==> config.mk <==
export PLATFORM = sky130hd
export DESIGN_NAME = cpc_queue
export DESIGN_NICKNAME = d
export VERILOG_FILES = /design/src/rtl/core/cpc_queue.sv
export SDC_FILE = /design/constraint.sdc
export NUM_CORES = 1
export LEC_CHECK = 0
export ABC_AREA = 1
export ABC_CLOCK_PERIOD_IN_PS = 3340
export BUFFER_PORTS_ARGS = -buffer_cell sky130_fd_sc_hd__clkbuf_2
export CORE_AREA = 2 2 49 51
export DETAILED_ROUTE_END_ITERATION = 6
export DIE_AREA = 0 0 51 53
export PLACE_DENSITY = 0.68
export SLEW_MARGIN = 20
export SYNTH_ARGS = -nofsm -noshare
export SYNTH_HDL_FRONTEND = slang
export SYNTH_SLANG_ARGS = --single-unit
==> constraint.sdc <==
create_clock -name clk_i -period 3.34 [get_ports clk_i]
set_clock_uncertainty 0.15 [all_clocks]
set_input_delay 0.334 -clock clk_i [delete_from_list [all_inputs] [get_ports clk_i]]
set_output_delay 0.334 -clock clk_i [all_outputs]
set_load 0.02 [all_outputs]
==> src/rtl/core/cpc_queue.sv <==
module cpc_queue #(
  parameter int unsigned WIDTH = 8,
  parameter int unsigned DEPTH = 2
) (
  input  logic             clk_i,
  input  logic             rst_ni,
  input  logic             push_valid_i,
  output logic             push_ready_o,
  input  logic [WIDTH-1:0] push_data_i,
  output logic             pop_valid_o,
  input  logic             pop_ready_i,
  output logic [WIDTH-1:0] pop_data_o
);

  localparam int unsigned PTR_W = $clog2(DEPTH);
  localparam int unsigned CNT_W = $clog2(DEPTH + 1);

  logic [WIDTH-1:0] mem_q [DEPTH];
  logic [PTR_W-1:0] wr_ptr_q, rd_ptr_q;
  logic [CNT_W-1:0] count_q;
  logic             push, pop;

  assign push_ready_o = (count_q != CNT_W'(DEPTH));
  assign pop_valid_o  = (count_q != '0);
  assign pop_data_o   = mem_q[rd_ptr_q];
  assign push         = push_valid_i && push_ready_o;
  assign pop          = pop_valid_o && pop_ready_i;

  // Pointers and fill count
  always_ff @(posedge clk_i or negedge rst_ni) begin
    if (!rst_ni) begin
      wr_ptr_q <= '0;
      rd_ptr_q <= '0;
      count_q  <= '0;
    end else begin
      if (push) begin
        wr_ptr_q <= (wr_ptr_q == PTR_W'(DEPTH - 1)) ? '0 : wr_ptr_q + PTR_W'(1);
      end
      if (pop) begin
        rd_ptr_q <= (rd_ptr_q == PTR_W'(DEPTH - 1)) ? '0 : rd_ptr_q + PTR_W'(1);
      end
      case ({push, pop})
        2'b10:   count_q <= count_q + CNT_W'(1);
        2'b01:   count_q <= count_q - CNT_W'(1);
        default: count_q <= count_q;
      endcase
    end
  end

  // Entry storage
  always_ff @(posedge clk_i) begin
    if (push) begin
      mem_q[wr_ptr_q] <= push_data_i;
    end
  end

  a_count_bound: assert property (@(posedge clk_i) disable iff (!rst_ni)
    count_q <= CNT_W'(DEPTH))
    else $error("queue fill count beyond depth");

  a_push_only_grows: assert property (@(posedge clk_i) disable iff (!rst_ni)
    push && !pop |=> count_q == $past(count_q) + CNT_W'(1))
    else $error("queue push without pop did not add an entry");

endmodule

# Yosys cells after proc, flatten, opt, wreduce, memory -nomap -nowiden
# Memory sizes are Yosys's and may differ from the RTL's.
# Index checks and enable logic that the tools add are counted.
[totals]
ff_bits = 4
ram_bits = 16
wordCells = 20
mem_count = 1
[op_classes]
n_addsub = 4
n_eq_ne = 3
muxes = 5
reduce_logical = 4
[memory_table]
columns = ["memory", "words", "width", "read_ports", "rd_clocked_by_memory_dff", "write_ports", "line", "rtl"]
rows = [
  ["mem_q", 2, 8, 1, 0, 1, "18", "logic [WIDTH-1:0] mem_q [DEPTH];"],
]
[ops]
columns = ["cell", "count"]
rows = [
  ["1-bit 2-to-1 mux", 4],
  ["2-bit one-hot mux with 2 select lines", 1],
  ["2-bit nonzero test", 2],
  ["1-bit adder, second input constant", 2],
  ["2-bit by 1-bit adder with 2-bit output, second input constant", 1],
  ["2-bit by 1-bit equality test with 1-bit output, second input constant", 1],
  ["2-bit equality test, second input constant", 1],
  ["1-bit logical AND", 2],
  ["2-bit != test, second input constant", 1],
  ["2-bit by 1-bit subtractor with 2-bit output, second input constant", 1],
]

# Logic depth before layout (Yosys ltp)
# Gate-level depths: netlist of the first run.
[logic_depth]
ltp_word = 4
depth_mapped = 10
depth_no_buf = 10

# Least setup slack after synthesis of the first run
# OpenSTA, ideal clock, no wires.
[synth_path]
kind = "reg-to-reg"
startpoint = "register count_q[1]"
endpoint = "register count_q[1]"
t_arrival_ns = 1.252
t_required_ns = 3.073
slack_ns = 1.821
path_stages_with_launch = 10
path_buffers = 0
synth_period_minus_slack_ns = 1.519
path_cell_list = "dfrtp_1 -> inv_1 -> nand2_2 -> nand2_1 -> inv_1 -> ha_1 -> inv_1 -> nand3_1 -> nand2_1 -> nand2_1"
[synth_between]
elab_chain_cells = 4
elab_cells_between_ends = 10
[synth_lines]
columns = ["item", "line", "rtl"]
rows = [
  ["start: declaration", "20", "logic [CNT_W-1:0] count_q;"],
  ["start signal: assignment", "43", "2'b10: count_q <= count_q + CNT_W'(1);"],
  ["start signal: assignment", "44", "2'b01: count_q <= count_q - CNT_W'(1);"],
  ["start signal: assignment", "45", "default: count_q <= count_q;"],
  ["2-bit nonzero test (*)", "24", "assign pop_valid_o = (count_q != '0);"],
  ["named net pop_valid_o", "10", "output logic pop_valid_o,"],
  ["1-bit logical AND (*)", "27", "assign pop = pop_valid_o && pop_ready_i;"],
  ["named net pop", "21", "logic push, pop;"],
  ["2-bit by 1-bit equality test with 1-bit output or 2-bit equality test (tied branches)", "42", "case ({push, pop})"],
  ["2-bit one-hot mux with 2 select lines or 2-bit nonzero test (tied branches)", "--", ""],
]
# Mark *: on every way through the listed nets, which the timed path passes. The rest lies on a longest branch.
# A chain may end at the register's enable or synchronous reset.

# Worst setup path after layout of the first run
[layout_path]
startpoint = "register rd_ptr_q"
endpoint = "output port pop_data_o[6]"
[layout_between]
elab_chain_cells = 1
[layout_lines]
columns = ["item", "line", "rtl"]
rows = [
  ["start: declaration", "19", "logic [PTR_W-1:0] wr_ptr_q, rd_ptr_q;"],
  ["start signal: assignment", "40", "rd_ptr_q <= (rd_ptr_q == PTR_W'(DEPTH - 1)) ? '0 : rd_ptr_q + PTR_W'(1);"],
  ["memory 2 x 8 bit", "--", ""],
  ["end: declaration", "12", "output logic [WIDTH-1:0] pop_data_o"],
]
# Every way passes these cells.

==> summary.md, run 1 <==
| Metric | Value |
|---|---|
| #FFs+latches synth | 20 |
| IO buf count | 21 |
| Gate power share | between 40% and 50% |
| Drt pass-1 iters | 4 |
| Total negative slack | 0 ns |
| TritonCTS Buffers | 3 |
| Layout cells sized above 1 | a little under a third |
| Worst Hold Class | primary input to flip-flop |
| Worst path depth | 4 |
| Row cnt | 17 |
| Worst path top cell family by delay | flip-flops |
| Seq pwr share | 45.4% |
| Max-Slew Margin vs Limit | 57.56% |
| Layout Cells excl Fill | about 120 |
| Antenna violations before repair | 0 |
| Resize count post-CTS | 0 |
| Required @ worst endpoint | between 2 and 3 ns |
| Number of DRC markers in iteration 0 | 10 |
| HPWL Detailed | between 900 and 1000 microns |
| Clock insertion delay at the later pin of the skew report | about 0.29 ns |
| Die X-Extent | about 50 microns |
| Largest net degree at the start of global routing | 12 |
| R2R setup slack | roughly 1.7 ns |
| CTS Buffer Depth | 2 |
| WL final | 1293 microns |
| GRT overflow | 0 |
| Met2 Use GR | between 15 and 20% |
| Fmax achieved | ~560 MHz |
| Crit path cell chain | inv_2, nand2_1, nand2_1, clkbuf_2 |
| Worst slack at placement | 1.700 ns |
| Root Driver | clkbuf_4 |
| Boundary Pins | 22 |
| Dpl cell area | ~950 sq um |
| Sequential area share after synthesis | a little over two thirds |
| Worst IR drop on VDD | roughly 0.39 mV |
| M3 GR Usage | ~2.5% |
| First-pass GRT wire length | between 2000 and 2500 microns |
| Commonest non-fill, non-tap cell in the layout | nand2_1 |
| Hold violation count in the final report | 0 |
| Power Density | approximately 880 nW/um^2 |
| R2r worst-path depth | 4 |
| Critical path buffer and inverter count | 2 |
| Final Max Tran Viols | 0 |
| Worst setup path startpoint | rd_ptr_q$_DFFE_PN0P_ |
| Arrival time worst endpoint | about 1.3 ns |
| Placer Congestion | around 0.77 |
| Yosys warns | 0 |
| Clk pwr share | 13.2% |
| Worst Path Max Fanout | 10 |
| Die area | between 2000 and 3000 sq um |
| H-tree levels | 1 |
| CP startpoint kind | flip-flop |
| DR vias | ~540 |
| Fillers | 212 |
| HP Start | push_data_i[2] |
| Critical path endpoint | pop_data_o[6] |
| Outcome | completed |
| CP peak stage delay | ~0.52 ns |
| Starting density of the core | a little under two fifths |
| Syn_area_per_cell | 11.56 sq um |
| RSZ-0062 raised after global routing | no |
| Syn nets | 84 |
| Slowest CP cell | dfrtp_1 |
| Final Cycle Share | between 50% and 60% |
| Number of unique standard cell types used by synthesis | 15 |
| PnR worst setup slack | 1.551 ns |
| Reg-to-Reg Start | count_q[0]$_DFFE_PN0P_ |
| Crit path kind | flip-flop to output port |
| CP dominant cell by count | nand2_1 |
| Tot Pwr | slightly below 0.9 mW |
| Vias in the first global route | between 400 and 500 |
| CTS tree | done |
| Leakage | 0.4662 nW |
| Core box area | ~2100 sq um |
| Max_cap viols | 0 |
| Vias per cell | roughly 4.3 |
| GRT Overall Usage | between 10% and 20% |
| Grt met1 use | 14.18% |
| # diodes | 0 |
| Final nets | 110 |
| Final setup viols | 0 |
| Int Power | between 0.5 and 0.6 mW |
| GR peak layer | met2 |
| P&R area growth vs syn | 20.58% |
| Layout Cell Area excl Fill | between 900 and 1000 sq um |
| Crit path time final | 1.789 ns |
| Routed Antenna Nets | 0 |
| Placed insts | between 100 and 150 |
| Residual DRC | 0 |
| Die height | about 53 microns |
| Mapped Cells | between 70 and 80 |
| Switching pwr | around 0.36 mW |
| Avg WL per Cell | approximately 10 microns |
| Clock Sinks | 20 |
| Worst R2R End | mem_q[0][0]$_DFFE_PP_ |
| Synthesized area | 820.8 sq um |
| Most frequent cells in the layout | nand2_1, clkbuf_2, edfxtp_1 |
| Clock transition at path regs | approximately 0.11 ns |
| Sw Share | 41.24% |
| Crit path capture type | output port |
| Tightest Pin Transition | roughly 0.63 ns |
-- stage by stage --
step | hold slack [ns] | util, %
floorplan | -0.1116 | -
global placement | -0.001433 | 44.38
detailed placement | 0.001557 | 44.38
CTS | 0.06302 | 46.07
global route | 0.04356 | 46.07
finish | 0.07380 | 46.07
-- synthesized netlist by cell type (all sizes together) --
cell type,number,area [sq um]
inv,7,26.28
nand2,34,145.1
dfrtp,4,100.1
nand4,1,6.260
a21oi,1,5.000
nand3,2,10.01
buf,1,7.510
xnor2,1,8.760
edfxtp,16,480.5
nor2,3,18.77
ha,1,12.51
-- power by group through the flow --
| stage | combinational, mW | sequential, mW | clock [mW] |
|---|---|---|---|
| after global routing | 0.404 | 0.404 | 0.133 |
| after CTS | 0.365 | 0.394 | 0.120 |
| after global placement | 0.353 | 0.396 | 0 |
| after floorplan | 0.280 | 0.376 | 0 |
| after detailed placement | 0.364 | 0.400 | 0 |
| final | 0.359 | 0.393 | 0.114 |
-- layout make-up --
type | instances | area [sq um] | share of cell area [%]
Sequential cell | 20 | 580.6 | 58.66
Multi-Input combinational cell | 43 | 206.4 | 20.86
Tap cell | 28 | 35.03 | 3.540
Inverter | 7 | 26.28 | 2.655
Timing Repair Buffer | 22 | 115.1 | 11.63
Clock buffer | 4 | 26.28 | 2.655
-- how the worst min path moves through the flow --
| stage | cells after the start | to |
|---|---|---|
| after floorplan | 0 | count_q[0]$_DFFE_PN0P_ |
| after global routing | 1 | mem_q[1][5]$_DFFE_PP_ |
| after global placement | 1 | count_q[0]$_DFFE_PN0P_ |
| after CTS | 1 | mem_q[1][5]$_DFFE_PP_ |
| after detailed placement | 1 | count_q[1]$_DFFE_PN0P_ |
| final | 1 | mem_q[1][2]$_DFFE_PP_ |
-- state kept, by name, indices dropped and copies added (netlist names) --
name      cells
rd_ptr_q      1
wr_ptr_q      1
count_q       2
mem_q        16
-- worst reg2reg max path, stage by stage, from the launching register on --
cell and delay (ns):
dfrtp_1 0.41, inv_2 0.08, nand2_4 0.08, nand2_4 0.06, nor2_1 0.49
-- per-layer routing --
layer	wire, microns	vias up
li1	-	280
met1	586	234
met2	616	17
met3	56	4
met4	34	0
met5	0	-
-- repair_timing --
item	4_1_cts	5_1_grt
hold buffers	1	0
buffers inserted	0	0
endpoints found under the hold margin	4	0
-- cell families after synthesis --
group / after synthesis / share of synthesized area (%)
buffers and inverters: 8 / 4.117
AO/OA/AOI/OAI: 1 / 0.6092
adder cells (fa/ha/maj): 1 / 1.524
flip-flops: 20 / 70.73
XOR/XNOR: 1 / 1.067
AND/OR/NAND/NOR: 40 / 21.95
(Power assumes the default switching activity.)
==> inputs of run 2 (changes only) <==
Settings changed: ABC_CLOCK_PERIOD_IN_PS 3340 to 1550, PLACE_DENSITY 0.68 to 0.7.
Clock period 3.34 ns to 1.55 ns, I/O delays scaled along.
==> summary.md, run 2 (synthesis gave the netlist of run 1 again) <==
| Metric | Value |
|---|---|
| Outcome | completed |
| Vias per cell | between 4 and 5 |
| CTS tree | done |
| GRT Overall Usage | approximately 14% |
| CTS Buffer Depth | 2 |
| TritonCTS Buffers | 3 |
| Arrival time worst endpoint | approximately 1.5 ns |
| First-pass GRT wire length | around 2600 microns |
| IO buf count | 21 |
| Tightest Pin Transition | between 0.2 and 0.3 ns |
| Starting density of the core | around two fifths |
| Die area | around 2700 sq um |
| Max reg flops | 16 |
| Worst Hold Class | primary input to async pin |
| Dpl cell area | 960.9 sq um |
| CP peak stage delay | 0.45 ns |
| Worst path top cell family by delay | flip-flops |
| Reg-to-Reg Start | count_q[1]$_DFFE_PN0P_ |
| Layout cells sized above 1 | 35.45% |
| Avg WL per Cell | roughly 12 microns |
| Clock insertion delay at the later pin of the skew report | roughly 0.30 ns |
| Power Density | 1776 nW/um^2 |
| R2r worst-path depth | 9 |
| Drt pass-1 iters | 4 |
| Slowest CP cell | dfrtp_1 |
| Die height | 53 microns |
| Layout Cells excl Fill | roughly 140 |
| Reg with most FFs | mem_q |
| Placed insts | 120 |
| Residual DRC | 0 |
| HPWL Detailed | roughly 1100 microns |
| Boundary Pins | 22 |
| PnR worst setup slack | ~0.077 ns |
| Crit path kind | flip-flop to flip-flop |
| Leakage | 0.5252 nW |
| Vias in the first global route | a little over 600 |
| WL final | 1628 microns |
| RSZ-0062 raised after global routing | no |
| Worst path depth | 9 |
| Most frequent cells in the layout | nand2_1, clkbuf_2, edfxtp_1 |
| Final Cycle Share | around 95% |
| Placer Congestion | roughly 0.7 |
| Routed Antenna Nets | 0 |
| Critical path buffer and inverter count | 3 |
| Final Max Tran Viols | 0 |
| Row cnt | 17 |
| H-tree levels | 1 |
| Clock Sinks | 20 |
| Root Driver | clkbuf_4 |
| Hold violation count in the final report | 0 |
| Crit path cell chain | inv_2, nand2_2, nand2_2, inv_2, ha_4, inv_1, nand3_1, nand2_1, nand2_1 |
| Required @ worst endpoint | about 1.6 ns |
| Crit path capture type | flip-flop |
| Worst slack at placement | -0.01587 ns |
| Antenna violations before repair | 0 |
| Worst Path Max Fanout | 3 |
| Worst IR drop on VDD | around 0.69 mV |
| P&R area growth vs syn | 38.72% |
| Crit path time final | roughly 1.5 ns |
| Hold_ws | ~0.035 ns |
| Commonest non-fill, non-tap cell in the layout | nand2_1 |
| Worst setup path startpoint | count_q[1]$_DFFE_PN0P_ |
| Max_cap viols | 0 |
| Number of DRC markers in iteration 0 | 15 |
| Fillers | 192 |
| Clock transition at path regs | ~0.11 ns |
| Largest net degree at the start of global routing | 12 |
| Layout Cell Area excl Fill | between 1000 and 1500 sq um |
| Die X-Extent | just over 50 microns |
| Core box area | between 2000 and 2500 sq um |
| CP startpoint kind | flip-flop |
| DR vias | 631 |
| Fmax achieved | 678.9 MHz |
| GRT overflow | 0 |
| Top flop regs | mem_q: 16 flops, count_q: 2 flops |
| Max-Slew Margin vs Limit | 80.69% |
| Final nets | 124 |
| # diodes | 0 |
| Final setup viols | 0 |
[run 2: path summary, 6_finish.rpt]
check | end | slack (ns)
min | wr_ptr_q$_DFFE_PN0N_ | 0.03
max reg2reg | count_q[1]$_DFFE_PN0P_ | 0.08
max | count_q[1]$_DFFE_PN0P_ | 0.08
min reg2reg | wr_ptr_q$_DFFE_PN0N_ | 0.39
max in group asynchronous | rd_ptr_q$_DFFE_PN0P_ | 1.07
min in group clk_i | wr_ptr_q$_DFFE_PN0N_ | 0.39
[run 2: what timing repair did]
item                                   CTS  global route
setup endpoints to repair                9             9
hold buffers                            11             0
cloned                                   0             0
endpoints found under the hold margin   22             0
resized for setup                        4             2
buffers inserted                         1             2
[run 2: where the power goes]
group | total, mW | internal, mW | switching [mW]
clock | 0.246 | 0.0939 | 0.152
combinational | 0.946 | 0.345 | 0.601
sequential | 0.831 | 0.750 | 0.0808
total | 2.02 | 1.19 | 0.833
[run 2: final cells by class]
cell class / instances / area [sq um] / area share, %
clock inverter: 1 / 3.754 / 0.3297
clock buffer: 3 / 22.52 / 1.978
tap: 28 / 35.03 / 3.077
timing repair buffer: 36 / 245.2 / 21.54
inverter: 7 / 28.78 / 2.527
sequential: 20 / 581.8 / 51.10
multi-input combinational: 43 / 221.5 / 19.45
[run 2: metal layers]
metal | up-vias | global-route usage [%] | wire length, microns
met5 | - | 0 | 0
met4 | 0 | 9.459 | 32
met3 | 4 | 4.520 | 59
met2 | 21 | 25.32 | 910
met1 | 297 | 14.13 | 625
li1 | 309 | - | -
[run 2: metrics by stage]
stage          total power [mW]  setup TNS (ns)  utilization (%)
2_1_floorplan             1.414               0                -
3_3_place_gp              1.628               0            44.73
3_5_place_dp              1.672        -0.01587            44.73
4_1_cts                   1.985               0            52.18
5_1_grt                   2.168               0            53.00
6_report                  2.022               0            53.00
