`src/rtl/core/cpc_pkg.sv`:
```
package cpc_pkg;

  // Internal angle: 2^32 units make one full turn, wrapping
  localparam int unsigned ZW = 32;
  localparam logic [ZW-1:0] QUARTER_TURN       = 32'h4000_0000;
  localparam logic [ZW-1:0] HALF_TURN          = 32'h8000_0000;
  localparam logic [ZW-1:0] THREE_QUARTER_TURN = 32'hC000_0000;

  // Fraction bits carried through the rotation datapath
  localparam int unsigned GUARD_BITS = 16;

  // CORDIC limit gain 0.60725293... in Q0.32
  localparam int unsigned GAIN_W    = 32;
  localparam logic [GAIN_W-1:0] GAIN_Q32 = 32'h9B74_EDA8;
  localparam int unsigned PRE_SHIFT = GAIN_W - GUARD_BITS;

  // Size of the arctangent table
  localparam int unsigned MAX_STEPS = 32;
  localparam int unsigned TAB_W     = $clog2(MAX_STEPS);

  typedef enum logic {
    OP_TO_POLAR = 1'b0,
    OP_TO_CART  = 1'b1
  } op_e;

  // Per-item control from the classifier to the rotation pipeline
  typedef struct packed {
    op_e  op;
    logic bypass;   // result already known, rotations pass it through
    logic a_neg;    // negate the scaled first operand
    logic b_neg;    // negate the scaled second operand
  } ctl_t;

  // round(atan(2^-i) * 2^32 / (2*pi))
  function automatic logic [ZW-1:0] atan_units(input logic [TAB_W-1:0] idx);
    logic [ZW-1:0] val;
    case (idx)
      5'd0:  val = 32'h2000_0000;
      5'd1:  val = 32'h12E4_051E;
      5'd2:  val = 32'h09FB_385B;
      5'd3:  val = 32'h0511_11D4;
      5'd4:  val = 32'h028B_0D43;
      5'd5:  val = 32'h0145_D7E1;
      5'd6:  val = 32'h00A2_F61E;
      5'd7:  val = 32'h0051_7C55;
      5'd8:  val = 32'h0028_BE53;
      5'd9:  val = 32'h0014_5F2F;
      5'd10: val = 32'h000A_2F98;
      5'd11: val = 32'h0005_17CC;
      5'd12: val = 32'h0002_8BE6;
      5'd13: val = 32'h0001_45F3;
      5'd14: val = 32'h0000_A2FA;
      5'd15: val = 32'h0000_517D;
      5'd16: val = 32'h0000_28BE;
      5'd17: val = 32'h0000_145F;
      5'd18: val = 32'h0000_0A30;
      5'd19: val = 32'h0000_0518;
      5'd20: val = 32'h0000_028C;
      5'd21: val = 32'h0000_0146;
      5'd22: val = 32'h0000_00A3;
      5'd23: val = 32'h0000_0051;
      5'd24: val = 32'h0000_0029;
      5'd25: val = 32'h0000_0014;
      5'd26: val = 32'h0000_000A;
      5'd27: val = 32'h0000_0005;
      5'd28: val = 32'h0000_0003;
      5'd29: val = 32'h0000_0001;
      5'd30: val = 32'h0000_0001;
      default: val = '0;
    endcase
    return val;
  endfunction

endpackage

```
`src/rtl/core/cpc_if.sv`:
```
// Input channel: one point to convert
interface cpc_in_if #(
  parameter int unsigned COORD_WIDTH = 16,
  parameter int unsigned ANGLE_WIDTH = 16
);
  logic                          valid;
  logic                          ready;
  logic                          operation;
  logic signed [COORD_WIDTH-1:0] x_in;
  logic signed [COORD_WIDTH-1:0] y_in;
  logic        [COORD_WIDTH-2:0] radius_in;
  logic        [ANGLE_WIDTH-1:0] angle_in;

  modport source (
    output valid, operation, x_in, y_in, radius_in, angle_in,
    input  ready
  );
  modport sink (
    input  valid, operation, x_in, y_in, radius_in, angle_in,
    output ready
  );
endinterface


```
`src/rtl/core/cpc_front.sv`:
```
module cpc_front #(
  parameter int unsigned COORD_WIDTH = 16,
  parameter int unsigned ANGLE_WIDTH = 16
) (
  input  logic                      clk_i,
  input  logic                      rst_ni,
  cpc_in_if.sink                    in_i,
  output logic                      item_valid_o,
  input  logic                      item_ready_i,
  output cpc_pkg::ctl_t             item_ctl_o,
  output logic [COORD_WIDTH-1:0]    item_a_o,
  output logic [COORD_WIDTH-1:0]    item_b_o,
  output logic [cpc_pkg::ZW-1:0]    item_z_o
);

  import cpc_pkg::*;

  logic                   x_neg, y_neg, x_zero, y_zero, far;
  logic [COORD_WIDTH-1:0] abs_x, abs_y;
  logic [ZW-1:0]          z_cart, z_turn;

  ctl_t                   ctl_d, ctl_q;
  logic [COORD_WIDTH-1:0] a_d, a_q, b_d, b_q;
  logic [ZW-1:0]          z_d, z_q;
  logic                   valid_q;

  // Sign, zero and magnitude of the Cartesian point
  assign x_neg  = in_i.x_in[COORD_WIDTH-1];
  assign y_neg  = in_i.y_in[COORD_WIDTH-1];
  assign x_zero = (in_i.x_in == '0);
  assign y_zero = (in_i.y_in == '0);
  assign abs_x  = x_neg ? -in_i.x_in : in_i.x_in;
  assign abs_y  = y_neg ? -in_i.y_in : in_i.y_in;

  // Polar angle in full-turn units; far half gets folded by a half turn
  assign z_cart = ZW'(in_i.angle_in) << (ZW - ANGLE_WIDTH);
  assign z_turn = z_cart + QUARTER_TURN;
  assign far    = z_turn[ZW-1];

  // Classify: for the to-polar direction, axis and zero points are resolved here and bypass rotation
  always_comb begin
    ctl_d.op     = op_e'(in_i.operation);
    ctl_d.bypass = 1'b0;
    ctl_d.a_neg  = 1'b0;
    ctl_d.b_neg  = 1'b0;
    a_d          = '0;
    b_d          = '0;
    z_d          = '0;
    if (ctl_d.op == OP_TO_CART) begin
      a_d         = COORD_WIDTH'(in_i.radius_in);
      ctl_d.a_neg = far;
      z_d         = far ? z_cart - HALF_TURN : z_cart;
    end else if (x_zero && y_zero) begin
      ctl_d.bypass = 1'b1;
    end else if (y_zero) begin
      ctl_d.bypass = 1'b1;
      a_d          = abs_x;
      z_d          = x_neg ? HALF_TURN : '0;
    end else if (x_zero) begin
      ctl_d.bypass = 1'b1;
      a_d          = abs_y;
      z_d          = y_neg ? THREE_QUARTER_TURN : QUARTER_TURN;
    end else begin
      // left half plane: start from the mirrored point plus a half turn
      a_d         = abs_x;
      b_d         = abs_y;
      ctl_d.b_neg = x_neg ^ y_neg;
      z_d         = x_neg ? HALF_TURN : '0;
    end
  end

  // Item register in front of the queue
  assign in_i.ready = !valid_q || item_ready_i;

  always_ff @(posedge clk_i or negedge rst_ni) begin
    if (!rst_ni) begin
      valid_q <= 1'b0;
    end else if (in_i.ready) begin
      valid_q <= in_i.valid;
    end
  end

  always_ff @(posedge clk_i) begin
    if (in_i.valid && in_i.ready) begin
      ctl_q <= ctl_d;
      a_q   <= a_d;
      b_q   <= b_d;
      z_q   <= z_d;
    end
  end

  assign item_valid_o = valid_q;
  assign item_ctl_o   = ctl_q;
  assign item_a_o     = a_q;
  assign item_b_o     = b_q;
  assign item_z_o     = z_q;

endmodule

```
`src/flat_wrapper.sv`:
```
// flat-port wrapper written by rule: the top's interface ports become plain ports
module cpc_front_flat import cpc_pkg::*;
#(
  parameter int unsigned COORD_WIDTH = 16,
  parameter int unsigned ANGLE_WIDTH = 16
)
  (clk_i, rst_ni, item_valid_o, item_ready_i, item_ctl_o, item_a_o, item_b_o, item_z_o, in_i_valid, in_i_operation, in_i_x_in, in_i_y_in, in_i_radius_in, in_i_angle_in, in_i_ready);
  cpc_in_if #(.COORD_WIDTH(COORD_WIDTH), .ANGLE_WIDTH(ANGLE_WIDTH)) in_i_i ();
  input  logic clk_i;
  input  logic rst_ni;
  output logic item_valid_o;
  input  logic item_ready_i;
  output cpc_pkg::ctl_t item_ctl_o;
  output logic [COORD_WIDTH-1:0] item_a_o;
  output logic [COORD_WIDTH-1:0] item_b_o;
  output logic [cpc_pkg::ZW-1:0] item_z_o;
  input wire logic [$bits(in_i_i.valid)-1:0] in_i_valid;
  input wire logic [$bits(in_i_i.operation)-1:0] in_i_operation;
  input wire logic [$bits(in_i_i.x_in)-1:0] in_i_x_in;
  input wire logic [$bits(in_i_i.y_in)-1:0] in_i_y_in;
  input wire logic [$bits(in_i_i.radius_in)-1:0] in_i_radius_in;
  input wire logic [$bits(in_i_i.angle_in)-1:0] in_i_angle_in;
  output wire logic [$bits(in_i_i.ready)-1:0] in_i_ready;
  assign in_i_i.valid = in_i_valid;
  assign in_i_i.operation = in_i_operation;
  assign in_i_i.x_in = in_i_x_in;
  assign in_i_i.y_in = in_i_y_in;
  assign in_i_i.radius_in = in_i_radius_in;
  assign in_i_i.angle_in = in_i_angle_in;
  assign in_i_ready = in_i_i.ready;
  cpc_front #(.COORD_WIDTH(COORD_WIDTH), .ANGLE_WIDTH(ANGLE_WIDTH)) u_core (.clk_i(clk_i), .rst_ni(rst_ni), .in_i(in_i_i), .item_valid_o(item_valid_o), .item_ready_i(item_ready_i), .item_ctl_o(item_ctl_o), .item_a_o(item_a_o), .item_b_o(item_b_o), .item_z_o(item_z_o));
endmodule
```
`config.mk`:
```
export PLATFORM = sky130hd
export DESIGN_NAME = cpc_front_flat
export DESIGN_NICKNAME = d
export VERILOG_FILES = /design/src/rtl/core/cpc_pkg.sv /design/src/rtl/core/cpc_if.sv /design/src/rtl/core/cpc_front.sv /design/src/flat_wrapper.sv
export SDC_FILE = /design/constraint.sdc
export NUM_CORES = 1
export LEC_CHECK = 0
export BUFFER_PORTS_ARGS = -buffer_cell sky130_fd_sc_hd__buf_4
export CAP_MARGIN = 10
export CORE_MARGIN = 2
export CORE_UTILIZATION = 40
export DETAILED_ROUTE_END_ITERATION = 7
export GPL_ROUTABILITY_DRIVEN = 0
export PLACE_DENSITY = 0.71
export REMOVE_ABC_BUFFERS = 1
export SKIP_CTS_REPAIR_TIMING = 1
export SLEW_MARGIN = 20
export SYNTH_ARGS = -nofsm -noshare
export SYNTH_HDL_FRONTEND = slang
export SYNTH_SLANG_ARGS = --single-unit
```
`constraint.sdc`:
```
create_clock -name clk_i -period 4.5 [get_ports clk_i]
set_clock_uncertainty 0.05 [all_clocks]
set_input_delay 0.45 -clock clk_i [delete_from_list [all_inputs] [get_ports clk_i]]
set_output_delay 0.45 -clock clk_i [all_outputs]
set_load 0.03 [all_outputs]
```
-- Word-level counts from Yosys, hierarchy flattened
Cells that the tools add are included.
- register bits: 69
- bits in latches: 0
- RAM bits: 0
- memory bits (read-only): 0
- input bits: 68
- output and inout bits: 70
- logic and storage cells: 38
- memories kept: 0
- $add $sub $neg: 4
- $mul: 0
- div/mod/pow operators: 0
- $lt $le $gt $ge: 0
- eq/ne operators: 0
- shift-type cells: 0
- mux-type cells: 16
- bitwise operators: 1
- reduce and logical (&&, ||, !) cells: 8
- operator list (kind ; number):
    2-to-1 mux 32 bit ; 7
    2-to-1 mux 16 bit ; 4
    adder 32 x 31 -> 32 bit, second input constant ; 1
    zero test 16 bit ; 2
    negator 16 bit ; 2
    subtractor 32 bit, second input constant ; 1
    2-to-1 mux 15 bit ; 2
    OR reduction 4 bit ; 1
    2-to-1 mux 1 bit ; 3
    logical AND 1 bit ; 2
    OR reduction 2 bit ; 1
    zero test 1 bit ; 1
    logical OR 1 bit ; 1
    bitwise XOR 1 bit ; 1

-- Depth between registers and ports, before layout
- word-level depth: 6
- mapped depth: 8
- gate-level depth less buffers: 7

-- Worst setup path before layout
Ideal clock, no wire load.
- kind: input to register
- start: input in_i_x_in[1]
- end: register u_core.ctl_q (netlist bit u_core.item_ctl_o[0]) (data pin)
- library setup time: 0.266 ns
- arrival: 2.515 ns
- data required time: 4.184 ns
- slack: 1.668 ns
- stages on the path: 8
- path buffers: 1
- cell sequence: inv_1 ha_1 or4b_2 or4_2 nand2b_1 nand2b_1 clkbuf_1 nor2_1
- cells in the longest elaborated chain, start to end: 3
- RTL lines (element ; RTL line ; text):
    from (decl) ; flat_wrapper.sv:19 ; input wire logic [$bits(in_i_i.x_in)-1:0] in_i_x_in;
    zero test 16 bit * ; cpc_front.sv:30 ; assign x_zero = (in_i.x_in == '0);
    logical AND 1 bit ; cpc_front.sv:53 ; end else if (x_zero && y_zero) begin
    OR reduction 4 bit (no source line) * ; -- ;
    to (signal assigned) ; cpc_front.sv:85 ; ctl_q <= ctl_d;
    to (decl) ; cpc_front.sv:22 ; ctl_t ctl_d, ctl_q;
Mark *: on every way between the ends. The rest lies on a longest branch, timed or not.
A chain may end at the register's enable or synchronous reset.

-- Worst setup path after layout
Same ends and word-level chain as after synthesis.

==> metrics.log <==
INFO  metric antenna_left = 0
INFO  metric power_per_cell_area = 285.4 nW/um^2
INFO  metric total_negative_setup_slacks = 0 ns
INFO  metric tightest_slew = 0.9300 ns
INFO  metric maxCapViolations = 0
INFO  metric number_of_antenna_violations_at_the_first_check_in_global_routing = 0
INFO  metric post_synthesis_cells = 267
INFO  metric cts_max_level = 2
INFO  metric leading_cell_types_in_the_layout_fill_and_taps_excluded = sky130_fd_sc_hd__buf_4 (121), sky130_fd_sc_hd__edfxtp_1 (52), sky130_fd_sc_hd__conb_1 (16), sky130_fd_sc_hd__nor2_1 (15), sky130_fd_sc_hd__and2_1 (15)
INFO  metric routed-via-count = 2479
INFO  metric sw_pwr = 0.3409 mW
INFO  metric viasPerCell = 5.111
INFO  metric half_perimeter_wire_length_after_placement = 5828 um
INFO  metric setup_ws = 1.701 ns
INFO  metric share_of_power_burned_in_combinational_logic = 0.257
INFO  metric finalSetupViolCount = 0
INFO  metric fin_crit = 2.799 ns
INFO  metric reg2reg_slack = 2.96 ns
INFO  metric max_freq = 0.3572 GHz
INFO  metric crit_required = 4.50 ns
INFO  metric ys_dominant_reg_cell = sky130_fd_sc_hd__edfxtp_1
INFO  metric synth_warnings = 0
INFO  metric finalHoldViolCount = 0
INFO  metric finalWirelength = 7600 um
INFO  metric floorplan.initialDensity = 0.4135
INFO  metric critical_path.endpoint_type = flip-flop
INFO  metric timing.final.crit_share = 0.6221
INFO  metric syn-mean-instance-area = 11.23 um^2
INFO  metric tritoncts = yes
INFO  metric worstSkewPairLatency = 0.31 ns
INFO  metric critical_path.reg2reg.endpoint = u_core.item_b_o[1]
INFO  metric synth_top_cells_by_area = sky130_fd_sc_hd__edfxtp_1 (52%), sky130_fd_sc_hd__buf_4 (4.0%), sky130_fd_sc_hd__xnor2_1 (3.8%)
INFO  metric switching_share = 0.2964
INFO  metric crit_path_start_kind = input port
INFO  metric crit_fanout = 12
INFO  metric clock_tree.buffer_depth = 2
INFO  metric report.final.slew_viol_count = 0
INFO  metric synth.yosys.seq_area_share = 0.5290
INFO  metric timing.setup.critical_path_class = in -> reg
INFO  metric post_layout_nonfiller_instances = 485
INFO  metric antenna-diode-count = 0
INFO  metric cp.arrival = 2.80 ns
INFO  metric total_clock_buffers_created_by_cts = 5
INFO  metric count_of_flip_flops_with_a_built_in_enable_after_synthesis = 52
INFO  metric cts_sinks = 53
INFO  metric first_global_vias = 2304
INFO  metric unrepaired_setup_endpoints_after_global_routing = false
INFO  metric die_span_in_y = 90.59 um
INFO  metric worst_hold_path.endpoint = u_core.item_valid_o
INFO  metric syn-cell-area = 2999 um^2
INFO  metric leading_cell_type_in_the_layout_fill_and_taps_excluded = sky130_fd_sc_hd__buf_4
INFO  metric port_buffers = 121
INFO  metric core-area = 7253 um^2
INFO  metric number_of_unique_standard_cell_types_used_by_synthesis = 48
INFO  metric post_route_drc_violation_count = 0
INFO  metric grt_first_pass_wirelength = 11560 um
INFO  metric cellLeakagePower = 1.629 nW
INFO  metric cp-startpoint = in_i_x_in[1]
INFO  metric nFillCells = 643
INFO  metric regToRegStartpoint = u_core.item_valid_o
INFO  metric drt_pre_antenna_iters = 5
INFO  metric fin_util = 0.5556
INFO  metric layout-drive-gt1-share = 0.3808
INFO  metric max_slew_margin = 0.3713
INFO  metric die_area = 8207 um^2
INFO  metric r2r.worst_path.cells = 2
INFO  metric initialDrtViolationCount = 148
INFO  metric num_io_pins = 138
INFO  metric share_seq_of_total_power = 0.513
INFO  metric place_worst_setup_slack = 1.374 ns
INFO  metric syn_to_final_growth = 34.38%
INFO  metric yosys.area.top_type_share = 0.5207
INFO  metric async_reset_ff_frac = 0.01887
INFO  metric die_width = 90.59 um
INFO  metric number_of_nets_in_the_layout = 455
INFO  metric placed_cells = 476
INFO  metric clk_transition_reported_paths = 0.09 ns
INFO  metric min-delay-path-class = in -> reg
INFO  metric internal-power = 0.8092 mW
INFO  metric cts-root-buf = sky130_fd_sc_hd__clkbuf_8
INFO  metric routed_wire_length_per_instance = 15.67 um
INFO  metric core_rows = 31
INFO  metric grt_start_max_net_pins = 54
INFO  metric outcome = finished clean
INFO  metric grt_remaining_overflow = 0
INFO  metric vdd.ir_drop.worst = 0.0001059 V
INFO  metric synth_seq_cells = 53
INFO  metric worstHoldStart = in_i_valid
INFO  metric clock_power_frac = 0.230
INFO  metric cell_count_of_the_worst_hold_path = 2
INFO  metric synth.largest_area_cell = sky130_fd_sc_hd__edfxtp_1
INFO  metric globalRouteTotalUtil = 0.1792
## power by group through the flow
| stage | clock (mW) | sequential, mW | combinational, mW |
|---|---|---|---|
| finish | 0.264 | 0.590 | 0.296 |
| global route | 0.284 | 0.594 | 0.317 |
| CTS | 0.269 | 0.591 | 0.295 |
| detailed placement | 0 | 0.603 | 0.294 |
| global placement | 0 | 0.602 | 0.291 |
| floorplan | 0 | 0.665 | 0.0974 |
## synthesized netlist by cell type, types with 4 or more instances
| cell type | instances |
|---|---|
| sky130_fd_sc_hd__xor2_1 | 13 |
| sky130_fd_sc_hd__or4_1 | 4 |
| sky130_fd_sc_hd__inv_1 | 9 |
| sky130_fd_sc_hd__xnor2_1 | 13 |
| sky130_fd_sc_hd__and2_1 | 16 |
| sky130_fd_sc_hd__o31ai_1 | 9 |
| sky130_fd_sc_hd__nand2_1 | 8 |
| sky130_fd_sc_hd__nor3_1 | 8 |
| sky130_fd_sc_hd__nand2b_1 | 5 |
| sky130_fd_sc_hd__buf_4 | 16 |
| sky130_fd_sc_hd__nor2_1 | 15 |
| sky130_fd_sc_hd__edfxtp_1 | 52 |
| sky130_fd_sc_hd__o21ai_0 | 14 |
| sky130_fd_sc_hd__nor2b_1 | 9 |
| sky130_fd_sc_hd__a21oi_1 | 7 |
| sky130_fd_sc_hd__o41ai_1 | 4 |
| sky130_fd_sc_hd__clkbuf_1 | 9 |
| sky130_fd_sc_hd__or2_2 | 4 |
## worst max-delay path, stage by stage
cell,delay (ns)
sky130_fd_sc_hd__buf_4,0.11
sky130_fd_sc_hd__inv_1,0.07
sky130_fd_sc_hd__ha_1,0.21
sky130_fd_sc_hd__or4b_2,0.59
sky130_fd_sc_hd__or4_2,0.61
sky130_fd_sc_hd__nand2b_1,0.22
sky130_fd_sc_hd__nand2b_1,0.42
sky130_fd_sc_hd__nor2_1,0.11
## metrics by stage
step	instance area [um^2]	power, mW	hold WS (ns)
6_report	4030	1.150	0.2846
3_3_place_gp	3931	0.8932	0.1755
5_1_grt	4030	1.195	0.2765
3_5_place_dp	3931	0.8970	0.1778
2_1_floorplan	2898	0.7620	0.1044
4_1_cts	4019	1.156	-0.1578
## worst max path at each step
stage / endpoint / slack [ns] / cells after the start
6_report: u_core.item_ctl_o[0] / 1.70 / 8
3_3_place_gp: u_core.item_ctl_o[0] / 1.45 / 8
2_1_floorplan: u_core.item_a_o[15] / 1.74 / 5
4_1_cts: u_core.item_ctl_o[0] / 1.70 / 8
3_5_place_dp: u_core.item_ctl_o[0] / 1.37 / 8
5_1_grt: u_core.item_b_o[11] / 1.55 / 8
## kinds of logic after synthesis
logic type | after synthesis | share of synthesized area
AOI/OAI and AO/OA | 52 | 0.1185
xor gates and xnor gates | 26 | 0.07593
adders and majority gates | 2 | 0.008342
buffers and inverters | 35 | 0.06383
DFF | 53 | 0.5290
muxes | 3 | 0.01126
other | 1 | 0.001250
and+or+nand+nor | 95 | 0.1919
## layout make-up
cell class	instances	area (um^2)	share of cell area
Sequential cell	53	1587	0.3937
Clock inverter	2	15.01	0.003726
Tap cell	99	123.9	0.03074
Timing Repair Buffer	122	918.4	0.2279
Clock buffer	6	72.57	0.01801
Inverter	9	33.78	0.008382
Multi-Input combinational cell	194	1280	0.3176
## layer usage
metal	GRT usage	vias to the layer above	part of all wire
li1	-	1191	-
met1	0.2387	1141	0.41
met2	0.2823	133	0.48
met3	0.04758	14	0.086
met4	0.06282	0	0.022
met5	0	-	0
## flip-flops by register name (all words and copies together) (netlist names)
signal,flops
u_core.item_a_o,16
u_core.item_b_o,16
u_core.item_ctl_o,4
u_core.item_valid_o,1
u_core.item_z_o,16
Power figures use the tool's default switching activity.
